$ cat config.mk
export PLATFORM = sky130hd
export DESIGN_NAME = swipe_gesture_detector_top
export DESIGN_NICKNAME = d
export VERILOG_FILES = /design/src/rtl/core/sgd_pkg.sv /design/src/rtl/core/sgd_gate_eval.sv /design/src/rtl/core/swipe_gesture_detector_top.sv
export SDC_FILE = /design/constraint.sdc
export NUM_CORES = 1
export LEC_CHECK = 0
export ABC_AREA = 1
export BUFFER_PORTS_ARGS = -buffer_cell sky130_fd_sc_hd__buf_2
export CAP_MARGIN = 40
export CORE_MARGIN = 2
export CORE_UTILIZATION = 55
export DETAILED_ROUTE_END_ITERATION = 7
export PLACE_DENSITY = 0.74
export SKIP_LAST_GASP = 1
export SLEW_MARGIN = 20
export SYNTH_ARGS = -nofsm -noshare
export SYNTH_HDL_FRONTEND = slang
export SYNTH_SLANG_ARGS = --single-unit
$ cat constraint.sdc
create_clock -name aclk -period 4.4 [get_ports aclk]
set_input_delay 0.44 -clock aclk [delete_from_list [all_inputs] [get_ports aclk]]
set_output_delay 0.44 -clock aclk [all_outputs]
set_load 0.01 [all_outputs]
$ cat src/rtl/core/sgd_pkg.sv
// ----------------------------------------------------------------------------
// Swipe gesture detector package
// Event kinds, register indexes, reset values and shared types.
// ----------------------------------------------------------------------------
package sgd_pkg;

    // field widths
    localparam int unsigned MODE_W   = 3;
    localparam int unsigned VALUE_W  = 16;
    localparam int unsigned COORD_W  = 12;
    localparam int unsigned ENABLE_W = 2;
    localparam int unsigned INDEX_W  = 3;
    localparam int unsigned CMP_W    = VALUE_W + 1;

    // event kinds carried in the input tuser
    localparam logic [MODE_W-1:0] MODE_SLOT    = 3'd0;
    localparam logic [MODE_W-1:0] MODE_TRACK   = 3'd1;
    localparam logic [MODE_W-1:0] MODE_POS_X   = 3'd2;
    localparam logic [MODE_W-1:0] MODE_POS_Y   = 3'd3;
    localparam logic [MODE_W-1:0] MODE_SUSPEND = 3'd4;
    localparam logic [MODE_W-1:0] MODE_RESUME  = 3'd5;

    // tracking id that marks a lifted finger
    localparam logic signed [VALUE_W-1:0] TRACK_ID_NONE = -16'sd1;

    // register indexes
    localparam logic [INDEX_W-1:0] REG_DETECT_ENABLE  = 3'd0;
    localparam logic [INDEX_W-1:0] REG_BOTTOM_Y_LIMIT = 3'd1;
    localparam logic [INDEX_W-1:0] REG_X_SPAN_MAX     = 3'd2;
    localparam logic [INDEX_W-1:0] REG_X_BAND_WIDTH   = 3'd3;
    localparam logic [INDEX_W-1:0] REG_X_FINAL_EDGE   = 3'd4;

    // register reset values
    localparam logic [ENABLE_W-1:0] RST_DETECT_ENABLE  = 2'd2;
    localparam logic [COORD_W-1:0]  RST_BOTTOM_Y_LIMIT = 12'd3795;
    localparam logic [COORD_W-1:0]  RST_X_SPAN_MAX     = 12'd4080;
    localparam logic [COORD_W-1:0]  RST_X_BAND_WIDTH   = 12'd1000;
    localparam logic [COORD_W-1:0]  RST_X_FINAL_EDGE   = 12'd600;

    // configuration set seen by the gate logic
    typedef struct packed {
        logic [ENABLE_W-1:0] detect_enable;
        logic [COORD_W-1:0]  bottom_y_limit;
        logic [COORD_W-1:0]  x_span_max;
        logic [COORD_W-1:0]  x_band_width;
        logic [COORD_W-1:0]  x_final_edge;
    } sgd_cfg_t;

    // per-touch gate state
    typedef struct packed {
        logic first_gate;
        logic second_gate;
        logic fire_armed;
        logic touch_flag;
    } sgd_gates_t;

endpackage

$ cat src/rtl/core/sgd_gate_eval.sv
// ----------------------------------------------------------------------------
// Swipe gate evaluation
// Checks one held point against the three swipe gates and returns the
// updated gate state and the fire flag.
// ----------------------------------------------------------------------------
module sgd_gate_eval
    import sgd_pkg::*;
(
    input  logic signed [VALUE_W-1:0] x,
    input  logic signed [VALUE_W-1:0] y,
    input  sgd_cfg_t                  cfg,
    input  logic                      screen_asleep,
    input  sgd_gates_t                gates_in,
    output sgd_gates_t                gates_out,
    output logic                      fire
);

    logic signed [CMP_W-1:0] x_ext;
    logic signed [CMP_W-1:0] y_ext;
    logic signed [CMP_W-1:0] limit_ext;
    logic signed [CMP_W-1:0] span_ext;
    logic signed [CMP_W-1:0] band_ext;
    logic signed [CMP_W-1:0] final_ext;
    logic signed [CMP_W-1:0] outer_bound;
    logic signed [CMP_W-1:0] mid_bound;
    logic                    low;
    logic                    pass_one;
    logic                    pass_two;
    logic                    pass_three;

    // widen everything to one signed compare width so bounds never wrap
    assign x_ext       = CMP_W'(x);
    assign y_ext       = CMP_W'(y);
    assign limit_ext   = $signed({{(CMP_W-COORD_W){1'b0}}, cfg.bottom_y_limit});
    assign span_ext    = $signed({{(CMP_W-COORD_W){1'b0}}, cfg.x_span_max});
    assign band_ext    = $signed({{(CMP_W-COORD_W){1'b0}}, cfg.x_band_width});
    assign final_ext   = $signed({{(CMP_W-COORD_W){1'b0}}, cfg.x_final_edge});
    assign outer_bound = span_ext - final_ext;
    assign mid_bound   = span_ext - band_ext;

    // gate conditions
    assign low        = y_ext > limit_ext;
    assign pass_one   = gates_in.first_gate ||
                        ((x_ext < outer_bound) && (x_ext > mid_bound) && low);
    assign pass_two   = gates_in.second_gate ||
                        ((x_ext < mid_bound) && (x_ext > band_ext) && low);
    assign pass_three = (x_ext < band_ext) && low && (x_ext < final_ext) &&
                        gates_in.fire_armed;

    // gates only advance while detection runs and the screen is awake
    always_comb begin
        gates_out = gates_in;
        fire      = 1'b0;
        if ((cfg.detect_enable != '0) && !screen_asleep) begin
            gates_out.touch_flag = 1'b1;
            if (pass_one) begin
                gates_out.first_gate = 1'b1;
                if (pass_two) begin
                    gates_out.second_gate = 1'b1;
                    if (pass_three) begin
                        fire                 = 1'b1;
                        gates_out.fire_armed = 1'b0;
                    end
                end
            end
        end
    end

endmodule

$ cat src/rtl/core/swipe_gesture_detector_top.sv
// ----------------------------------------------------------------------------
// Swipe gesture detector
// Right-to-left bottom-edge swipe recognition over a multitouch event stream.
// ----------------------------------------------------------------------------
// Each input word is one touch event: its kind in s_axis_tuser and its value
// in s_axis_tdata. Every accepted word yields exactly one result word in the
// next cycle, and a new word is taken every cycle while the result register
// is empty or being drained; the whole event update is one pass of compare
// logic feeding the state and result registers. A point is checked as soon
// as both an X and a Y position have arrived; fire is raised once per touch
// when the third gate is crossed. Slot events and a tracking id of -1 rearm
// the gates, suspend and resume events pause detection. The user writes registers
// through the always-ready cfg port only while the stream is idle; not enforced.
// ----------------------------------------------------------------------------
module swipe_gesture_detector_top
    import sgd_pkg::*;
(
    input  logic                 aclk,
    input  logic                 aresetn,
    // event stream in
    input  logic                 s_axis_tvalid,
    output logic                 s_axis_tready,
    input  logic [VALUE_W-1:0]   s_axis_tdata,   // [15:0] event_value
    input  logic [MODE_W-1:0]    s_axis_tuser,   // [2:0] mode
    // result stream out
    output logic                 m_axis_tvalid,
    input  logic                 m_axis_tready,
    output logic [7:0]           m_axis_tdata,   // [0] fire, [2:1] gate_progress,
                                                 // [3] touch_active, [7:4] zero
    // register writes
    input  logic                 cfg_valid,
    output logic                 cfg_ready,
    input  logic [INDEX_W-1:0]   cfg_index,
    input  logic [COORD_W-1:0]   cfg_data
);

    sgd_cfg_t                   cfg_reg;
    sgd_gates_t                 gates_reg;
    sgd_gates_t                 gates_next;
    sgd_gates_t                 eval_gates;
    logic signed [VALUE_W-1:0]  held_x_reg;
    logic signed [VALUE_W-1:0]  held_x_next;
    logic signed [VALUE_W-1:0]  held_y_reg;
    logic signed [VALUE_W-1:0]  held_y_next;
    logic                       x_seen_reg;
    logic                       x_seen_next;
    logic                       y_seen_reg;
    logic                       y_seen_next;
    logic                       asleep_reg;
    logic                       asleep_next;
    logic                       eval_fire;
    logic                       fire_next;
    logic                       accept;
    logic                       gate_reset;
    logic signed [VALUE_W-1:0]  in_value;
    logic [MODE_W-1:0]          in_mode;
    logic                       out_valid_reg;
    logic                       out_fire_reg;
    logic [1:0]                 out_progress_reg;
    logic                       out_touch_reg;

    assign in_value = $signed(s_axis_tdata);
    assign in_mode  = s_axis_tuser;

    // handshakes
    assign s_axis_tready = !out_valid_reg || m_axis_tready;
    assign accept        = s_axis_tvalid && s_axis_tready;
    assign cfg_ready     = 1'b1;

    // register file
    always_ff @(posedge aclk) begin
        if (!aresetn) begin
            cfg_reg.detect_enable  <= RST_DETECT_ENABLE;
            cfg_reg.bottom_y_limit <= RST_BOTTOM_Y_LIMIT;
            cfg_reg.x_span_max     <= RST_X_SPAN_MAX;
            cfg_reg.x_band_width   <= RST_X_BAND_WIDTH;
            cfg_reg.x_final_edge   <= RST_X_FINAL_EDGE;
        end else if (cfg_valid && cfg_ready) begin
            unique case (cfg_index)
                REG_DETECT_ENABLE:  cfg_reg.detect_enable  <= cfg_data[ENABLE_W-1:0];
                REG_BOTTOM_Y_LIMIT: cfg_reg.bottom_y_limit <= cfg_data;
                REG_X_SPAN_MAX:     cfg_reg.x_span_max     <= cfg_data;
                REG_X_BAND_WIDTH:   cfg_reg.x_band_width   <= cfg_data;
                REG_X_FINAL_EDGE:   cfg_reg.x_final_edge   <= cfg_data;
                default: ;
            endcase
        end
    end

    // gate evaluation on the point as it stands after this word
    sgd_gate_eval u_gate_eval (
        .x             (held_x_next),
        .y             (held_y_next),
        .cfg           (cfg_reg),
        .screen_asleep (asleep_reg),
        .gates_in      (gates_reg),
        .gates_out     (eval_gates),
        .fire          (eval_fire)
    );

    assign gate_reset = (in_mode == MODE_SLOT) ||
                        ((in_mode == MODE_TRACK) && (in_value == TRACK_ID_NONE));

    // next state for one event word
    always_comb begin
        held_x_next = held_x_reg;
        held_y_next = held_y_reg;
        x_seen_next = x_seen_reg;
        y_seen_next = y_seen_reg;
        asleep_next = asleep_reg;
        gates_next  = gates_reg;
        fire_next   = 1'b0;
        if (in_mode == MODE_POS_X) begin
            held_x_next = in_value;
        end
        if (in_mode == MODE_POS_Y) begin
            held_y_next = in_value;
        end
        priority if (gate_reset) begin
            held_x_next            = held_x_reg;
            held_y_next            = held_y_reg;
            gates_next.first_gate  = 1'b0;
            gates_next.second_gate = 1'b0;
            gates_next.fire_armed  = 1'b1;
            gates_next.touch_flag  = 1'b0;
        end else if (in_mode == MODE_SUSPEND) begin
            asleep_next = 1'b1;
        end else if (in_mode == MODE_RESUME) begin
            asleep_next = 1'b0;
        end else begin
            x_seen_next = x_seen_reg || (in_mode == MODE_POS_X);
            y_seen_next = y_seen_reg || (in_mode == MODE_POS_Y);
            if (x_seen_next && y_seen_next) begin
                x_seen_next = 1'b0;
                y_seen_next = 1'b0;
                gates_next  = eval_gates;
                fire_next   = eval_fire;
            end
        end
    end

    // touch state
    always_ff @(posedge aclk) begin
        if (!aresetn) begin
            x_seen_reg            <= 1'b0;
            y_seen_reg            <= 1'b0;
            asleep_reg            <= 1'b0;
            gates_reg.first_gate  <= 1'b0;
            gates_reg.second_gate <= 1'b0;
            gates_reg.fire_armed  <= 1'b1;
            gates_reg.touch_flag  <= 1'b0;
        end else if (accept) begin
            x_seen_reg <= x_seen_next;
            y_seen_reg <= y_seen_next;
            asleep_reg <= asleep_next;
            gates_reg  <= gates_next;
        end
    end

    // held coordinates, only read once written
    always_ff @(posedge aclk) begin
        if (accept) begin
            held_x_reg <= held_x_next;
            held_y_reg <= held_y_next;
        end
    end

    // result register
    always_ff @(posedge aclk) begin
        if (!aresetn) begin
            out_valid_reg <= 1'b0;
        end else if (accept) begin
            out_valid_reg <= 1'b1;
        end else if (m_axis_tready) begin
            out_valid_reg <= 1'b0;
        end
    end

    always_ff @(posedge aclk) begin
        if (accept) begin
            out_fire_reg     <= fire_next;
            out_progress_reg <= {1'b0, gates_next.first_gate} +
                                {1'b0, gates_next.second_gate};
            out_touch_reg    <= gates_next.touch_flag;
        end
    end

    assign m_axis_tvalid = out_valid_reg;
    assign m_axis_tdata  = {4'b0000, out_touch_reg, out_progress_reg, out_fire_reg};

    // a fired result always reports both gates passed
    a_fire_full_progress: assert property (@(posedge aclk) disable iff (!aresetn)
        (out_valid_reg && out_fire_reg) |-> (out_progress_reg == 2'd2))
        else $error("fire reported without both gates passed");

    // firing disarms until the next gate reset
    a_fire_disarms: assert property (@(posedge aclk) disable iff (!aresetn)
        (out_valid_reg && out_fire_reg) |-> !gates_reg.fire_armed)
        else $error("gate still armed after fire");

    // the second gate is only reached through the first
    a_gate_order: assert property (@(posedge aclk) disable iff (!aresetn)
        gates_reg.second_gate |-> gates_reg.first_gate)
        else $error("second gate set without first gate");

    // no gate progress without an evaluated touch
    a_touch_gates: assert property (@(posedge aclk) disable iff (!aresetn)
        !gates_reg.touch_flag |-> (!gates_reg.first_gate && !gates_reg.second_gate))
        else $error("gate progress without active touch");

endmodule
==> results.yml <==
route:
  drc_errors: 0
  ant_nets: 0
  routedWlPerCell_um: 15.8
  via_per_inst: 5.60
  wl_um: 16200
  drtIter0Drc: 456
  vias: 5761
  firstDrtPassIters: 5
power:
  seqPwrFrac: 0.405
  clkPwrFrac: 0.356
  swShare: 0.305
  power_mw: 2.41
  cellInternalPower_mw: 1.67
  combPwrFrac: 0.240
  p_leak_nw: 3.56
  p_sw_mw: 0.735
  power.density_mw_per_mm2: 337
  vdd_ir_drop_max_mv: 0.183
synth:
  yosysWarnings: 0
  ys_seq_area_frac: 0.351
  synthFlopType: "dfxtp_1"
  async_reset_ff_frac: 0
  avgSynthCellArea_um2: 7.71
  synth_cells: 830
  synthesis.area_mm2: 0.00640
  ys_top_cells_by_area: "dfxtp_1 (18%), ha_1 (17%), edfxtp_1 (17%), nand2_1 (10%), inv_1 (7.1%)"
  netlist.area_leader.share: 0.182
  synth_seq_cells: 94
  synth_cell_types: 47
  synth_top_area_cell: "dfxtp_1"
  synth_edf_count: 36
clock_tree:
  cts_tree: "built"
  cts_root_buffer: "clkbuf_16"
  clock-sinks: 94
  ctsLongestPathBuffers: 2
  post_cts_buffers: 0
  clk_latency_ps: 350
  cts_buffers: 9
  clkTransAtPathRegs_ps: 70
  cts_htree_levels: 3
finish:
  final_cells: 1029
  largest_reg_flops: 50
  final_common_cell: "nand2_1"
  synthToLayoutAreaGrowth_pct: 11.7
  final_area_mm2: 0.00714
  antenna_cells: 0
  drive_gt1_frac: 0.108
  final_nets: 1009
  layout_common_cells: "nand2_1 (171), inv_1 (121), ha_1 (87), a21oi_1 (75), o21ai_0 (62)"
placement:
  dp.cells: 1012
  hpwl_um: 12600
  port_buffers: 44
  place_area_mm2: 0.00680
  gp_congestion: 0.926
floorplan:
  pin_count: 50
  die_y_um: 112
  die_x_um: 112
  core_mm2: 0.0114
  die_area_mm2: 0.0125
  start_util: 0.563
  num_rows: 39
timing:
  min_period_over_period: 0.925
  setup_viol: 0
  holdWs_ps: 328
  tightest_slew_ps: 829
  finClkSkew_ps: 4.26
  report.final.slew_viol_count: 0
  fmax_mhz: 246
  fin_setup_tns_ps: 0
  hold_viol: 0
  fin_crit_ps: 4070
  rsz0062_at_grt: "no"
  max-slew-margin-rel: 0.441
critical_path:
  cp_top_family: "simple AND/OR/NAND/NOR gates"
  cpPeakStageDelay_ps: 400
  crit_path_end_kind: "register"
  crit_buf_inv: 2
  start_kind: "register"
  crit_type: "reg2reg"
  slowest_stage: "fa_1"
  path_common_cell: "nand2_1"
  cp_cell_sequence: "ha_1, inv_1, fa_1, nand3_1, nand2_1, nand2_1, o311ai_0, a21oi_1, o21bai_1, a21oi_1, o21bai_1, ha_1, nand2_1, or2_2, and3_1, nand2_1, nand2_1, nand4_1, nand2_1, nand2_1, inv_1, ha_1"
  worstPathRequired_ps: 4500
  crit_start: "cfg_reg[0]$_SDFFE_PN0P_"
  critPathMaxFanout: 4
  crit_arrival_ps: 4170
  r2r_start: "cfg_reg[0]$_SDFFE_PN0P_"
min_path:
  hp-start: "s_axis_tuser[0]"
  min_path_type: "in2reg"
global_route:
  antenna_found_initial: 0
  grt_pass1_wl_um: 27400
  grt_overflow: 0
  grt_max_degree: 49
  grtUsageTotal: 0.274
  grt_pass1_vias: 5735
run_status:
  status: "finished, final reports clean"
run:
  maxCapViolations: 0
==> power groups by stage <==
| stage | sequential (mW) | clock, mW | combinational (mW) |
|---|---|---|---|
| 2_1_floorplan | 0.990 | 0 | 0.397 |
| 3_3_place_gp | 0.992 | 0 | 0.539 |
| 3_5_place_dp | 0.994 | 0 | 0.564 |
| 4_1_cts | 0.975 | 0.866 | 0.569 |
| 5_1_grt | 0.979 | 0.905 | 0.662 |
| 6_report | 0.975 | 0.856 | 0.577 |
==> cells by family (layout without fill, tap and decap cells) <==
family,count (synthesis),count (layout),share of synthesized area
flops,94,94,0.351
simple gates,301,301,0.200
other cells,2,5,0.00117
fa+ha+maj,89,89,0.176
xor+xnor,20,20,0.0274
compound gates,174,174,0.151
buf+inv,150,203,0.0935
==> per-layer routing <==
| layer | part of all wire | track usage | vias to the layer above |
|---|---|---|---|
| li1 | - | - | 2873 |
| met1 | 0.46 | 0.361 | 2673 |
| met2 | 0.47 | 0.458 | 192 |
| met3 | 0.054 | 0.0397 | 23 |
| met4 | 0.019 | 0.103 | 0 |
| met5 | 0 | 0 | - |
==> synthesized netlist by cell type (all sizes together), types with 4 or more instances <==
cell type / number
dfxtp: 58
edfxtp: 36
xor2: 15
nor2: 60
inv: 124
nand4: 14
ha: 87
nor3: 9
buf: 10
clkbuf: 14
nand3: 34
o211ai: 11
xnor2: 5
a21oi: 75
o21ai: 65
o21bai: 4
nand2: 175
a211oi: 8
==> area by class of cell <==
cell class / count / area (µm²)
well taps: 143 / 179
fillers: 1033 / 4230
repair buffers: 61 / 345
clock buffers: 9 / 225
flip-flops and latches: 94 / 2240
inverters: 126 / 473
clock inverters: 7 / 96.3
multi-input cells: 589 / 3580
==> through the flow <==
step	util	setup WS [ps]
after floorplan	-	607
after global placement	0.598	288
after detailed placement	0.598	110
after CTS	0.626	101
after global routing	0.628	43.8
final	0.628	331
==> path summary, 6_finish.rpt <==
path	endpoint	slack, ps	cells after the start
setup / recovery	out_progress_reg[0]$_DFFE_PP_	330	22
hold / removal	asleep_reg$_SDFFE_PN0P_	330	2
setup reg to reg	out_progress_reg[0]$_DFFE_PP_	330	22
hold reg to reg	gates_reg[1]$_SDFFE_PN1P_	460	2
==> what timing repair did <==
item	4_1_cts	5_1_grt
hold buffers	0	0
gates resized for setup	0	3
setup endpoints to repair	0	6
No activity file was read; power rests on OpenSTA's default activity.
